### src/rtl/core/plia_pkg.sv
// Package for the positional list: sizes, request codes and the control
// word broadcast to every storage cell. No dependencies.
`timescale 1ns / 1ps

package plia_pkg;

  // List sizing
  localparam int CAPACITY = 64;
  localparam int IDX_W    = (CAPACITY > 1) ? $clog2(CAPACITY) : 1;
  localparam int CNT_W    = $clog2(CAPACITY + 1);
  localparam int POS_W    = 7;
  localparam int DATA_W   = 32;

  // Request codes
  localparam logic [1:0] REQ_INSERT = 2'd0;
  localparam logic [1:0] REQ_REMOVE = 2'd1;
  localparam logic [1:0] REQ_READ   = 2'd2;

  // Control word shared by all cells for one request
  typedef struct packed {
    logic                     ins;   // insert at pos, shift later entries up
    logic                     rem;   // remove at pos, shift later entries down
    logic [IDX_W-1:0]         pos;   // list index of the request
    logic signed [DATA_W-1:0] value; // value written on insert
  } cell_ctrl_t;

endpackage

### src/rtl/core/plia_cell.sv
// One storage cell of the positional list: holds a single entry and takes
// its neighbor's entry on a shift. Depends on plia_pkg.
`timescale 1ns / 1ps

module plia_cell (
  input  logic                              clk,
  input  plia_pkg::cell_ctrl_t              ctrl,
  input  logic [plia_pkg::IDX_W-1:0]        idx,
  input  logic signed [plia_pkg::DATA_W-1:0] lower_data,
  input  logic signed [plia_pkg::DATA_W-1:0] upper_data,
  output logic signed [plia_pkg::DATA_W-1:0] data,
  output logic signed [plia_pkg::DATA_W-1:0] rd_data
);
  import plia_pkg::*;

  logic above;
  logic here;

  assign above = idx > ctrl.pos;
  assign here  = idx == ctrl.pos;

  // Entry update: shift up, load, shift down or hold
  always_ff @(posedge clk) begin
    if (ctrl.ins && above) begin
      data <= lower_data;
    end else if (ctrl.ins && here) begin
      data <= ctrl.value;
    end else if (ctrl.rem && (above || here)) begin
      data <= upper_data;
    end
  end

  // Read port: drive the entry only when this cell is addressed
  assign rd_data = here ? data : '0;

endmodule

### config.mk
export PLATFORM = sky130hd
export DESIGN_NAME = plia_cell
export DESIGN_NICKNAME = d
export VERILOG_FILES = /design/src/rtl/core/plia_pkg.sv /design/src/rtl/core/plia_cell.sv
export SDC_FILE = /design/constraint.sdc
export NUM_CORES = 1
export LEC_CHECK = 0
export BUFFER_PORTS_ARGS = -buffer_cell sky130_fd_sc_hd__buf_2
export CAP_MARGIN = 30
export CORE_AREA = 3 3 86 88
export CTS_BUF_LIST = sky130_fd_sc_hd__clkbuf_4 sky130_fd_sc_hd__clkbuf_8
export DETAILED_ROUTE_END_ITERATION = 8
export DIE_AREA = 0 0 89 91
export PLACE_DENSITY = 0.73
export SETUP_SLACK_MARGIN = 0.02
export SLEW_MARGIN = 40
export SYNTH_ARGS = -nofsm -noshare
export SYNTH_HDL_FRONTEND = slang
export SYNTH_SLANG_ARGS = --single-unit
### constraint.sdc
create_clock -name clk -period 5.4 [get_ports clk]
set_clock_uncertainty 0.2 [all_clocks]
set_input_delay 0 -clock clk [delete_from_list [all_inputs] [get_ports clk]]
set_output_delay 0 -clock clk [all_outputs]
set_load 0.05 [all_outputs]
==> qor.txt <==
full die area = 8100 µm²
Worst Setup Start Kind = input port
routed vias = 2214
CP required = 5.22 ns
Largest register FFs = 32
commonest cells in the netlist = mux2_4, and3_1, edfxtp_1
CTS H-Tree Depth = 2
CTS buffer count = 5
CP endpoint kind = flop
total track usage = 0.172
EDFF count, synth = 32
Pre-antenna DRT Iters = 4
Seq/Total Area, Yosys = 0.398
Via density = 4.60
Final Worst Setup Slack = 2.22 ns
Slew Limit Fails = 0
HP Class = input port to flop
Clock Tree Buf Depth = 2
initial antenna violation count = 0
Yosys top cell area share = 0.398
clk root buf = clkbuf_8
logic gate share of total power = 0.435
Residual DRC = 0
gpl congestion = 0.747
Layout Cells excl Fill = 481
cell with the most instances after synthesis = mux2_4
area of the core = 6720 µm²
leakage = 2.25 nW
Main synth FF type = edfxtp_1
#FFs+latches synth = 32
CTS tree = built
Setup Total Neg Slack = 0 ns
net load switching power = 0.347 mW
post-layout min period = 3.18 ns
starting DRC count in detailed routing = 26
register share of total power = 0.369
Syn-to-layout area delta = 68.0%
PortBufs = 174
vias in the first global route = 2335
starting density of the core = 0.360
worst-margin pin slew = 0.654 ns
RSZ-0062 raised after global routing = no
WP data arrival = 3.00 ns
Die Wd = 89 µm
first-pass GRT wire length = 11000 µm
status = completed
Final Cycle Share = 0.589
Final Hold Vio Count = 0
std cell rows = 30
Mapped Area = 2420 µm²
Max Fanout on Critical Path = 36
largest area contributor in the netlist = edfxtp_1
# setup viols final = 0
Setup WS pre-CTS = 2.49 ns
Antenna diodes = 0
Post-DRT Antenna Nets = 0
Pint = 0.589 mW
dpl cells = 409
Max Cap Viol = 0
Routed WL per cell = 14.9 µm
fraction of registers with async set/reset = 0
Top Registers = data x32
max frequency = 315 MHz
CP Class = input port to flop
Mapped Cells = 167
VDD IR max = 0.0902 mV
Clk pwr share = 0.195
Detail Placement HPWL = 5050 µm
PD cells = 230 nW/µm²
synth warn = 0
largest cells by area after synthesis = edfxtp_1, mux2_4, and3_1
worst hold slack = 0.111 ns
GRT overflow = 0
post-synth cell types = 22
Avg Synthesized Cell Area = 14.5 µm²
Switching Share = 0.371
CTS clk-pin slew, worst paths = 0.07 ns
layout cells sized above 1 = 0.628
I/O pins = 175
Final nets = 517
Slew HR = 0.564
largest net degree at the start of global routing = 37
Post-Syn Nets = 284
Die Ht = 91 µm
Most flops, register = data
final wirelength = 7150 µm
CTS sink cnt = 32
==> path summary, 6_finish.rpt <==
| check | start | end | slack [ns] | cells after the start |
|---|---|---|---|---|
| setup / recovery | ctrl[37] | data[28] | 2.22 | 8 |
| hold / removal | ctrl[38] | data[16] | 0.11 | 3 |
==> critical path, cell delays in order <==
cell           delay (ns)
buf_2                0.07
inv_1                0.03
ha_1                 0.30
and4_2               0.61
nand3_4              0.62
mux2_4               0.50
mux2_4               0.26
dlygate4sd3_1        0.58
==> cells by family (layout without fill, tap and decap cells) <==
group                    after synthesis  in the layout  share of synthesized area
multiplexers                          64             64                      0.392
AND/OR/NAND/NOR                       39             39                      0.104
flip-flops                            32             32                      0.398
buffers and inverters                 20            254                     0.0533
adder cells (fa/ha/maj)                6              6                     0.0311
AO/OA/AOI/OAI                          6              6                     0.0223
==> placed cells by master (no fill, tap or decap) <==
cell type / count
a21oi_1: 1
a21bo_1: 1
and2_2: 1
ha_1: 6
nand2_1: 1
nand3_4: 1
a31o_4: 1
and4_2: 1
mux2_4: 60
buf_2: 174
nor2b_1: 1
nand3_1: 1
clkbuf_4: 1
a21o_1: 1
edfxtp_1: 32
o21ai_1: 1
clkinv_1: 1
dlygate4sd3_1: 64
clkbuf_8: 5
clkinvlp_4: 1
nor2_1: 1
inv_1: 6
a41oi_4: 1
buf_8: 2
and3_1: 32
mux2_2: 4
==> stage by stage <==
| stage | utilization | power, mW | area (µm²) |
|---|---|---|---|
| finish | 0.604 | 0.936 | 4060 |
| global route | 0.604 | 0.980 | 4060 |
| CTS | 0.604 | 0.941 | 4060 |
| detailed placement | 0.496 | 0.707 | 3330 |
| global placement | 0.491 | 0.695 | 3300 |
| floorplan | - | 0.604 | 2420 |
==> power groups by stage <==
| stage | logic [mW] | registers (mW) | clock network, mW |
|---|---|---|---|
| finish | 0.407 | 0.346 | 0.183 |
| global route | 0.430 | 0.350 | 0.201 |
| CTS | 0.406 | 0.346 | 0.189 |
| detailed placement | 0.355 | 0.352 | 0 |
| global placement | 0.344 | 0.351 | 0 |
| floorplan | 0.116 | 0.488 | 0 |
==> timing repair <==
| item | in CTS | in global routing |
|---|---|---|
| buffers inserted | 0 | 0 |
| endpoints found under the hold margin | 32 | 0 |
| hold buffers | 64 | 0 |
| gates resized for setup | 0 | 0 |
==> area by class of cell <==
type,count,area (µm²)
Fill cell,537,2660
Timing Repair Buffer,240,1540
Multi-Input combinational cell,115,1350
Sequential cell,32,961
Tap cell,80,100
Clock buffer,6,76.3
Inverter,6,22.5
Clock inverter,2,11.3
==> routing by layer <==
layer  part of all wire  GRT usage  vias to the layer above
met4             0.0090     0.0447                        0
met3              0.051     0.0254                        4
met1               0.37      0.181                     1026
met5                  0          0                        -
li1                   -          -                     1094
met2               0.57      0.342                       90
Power figures use the tool's default switching activity.
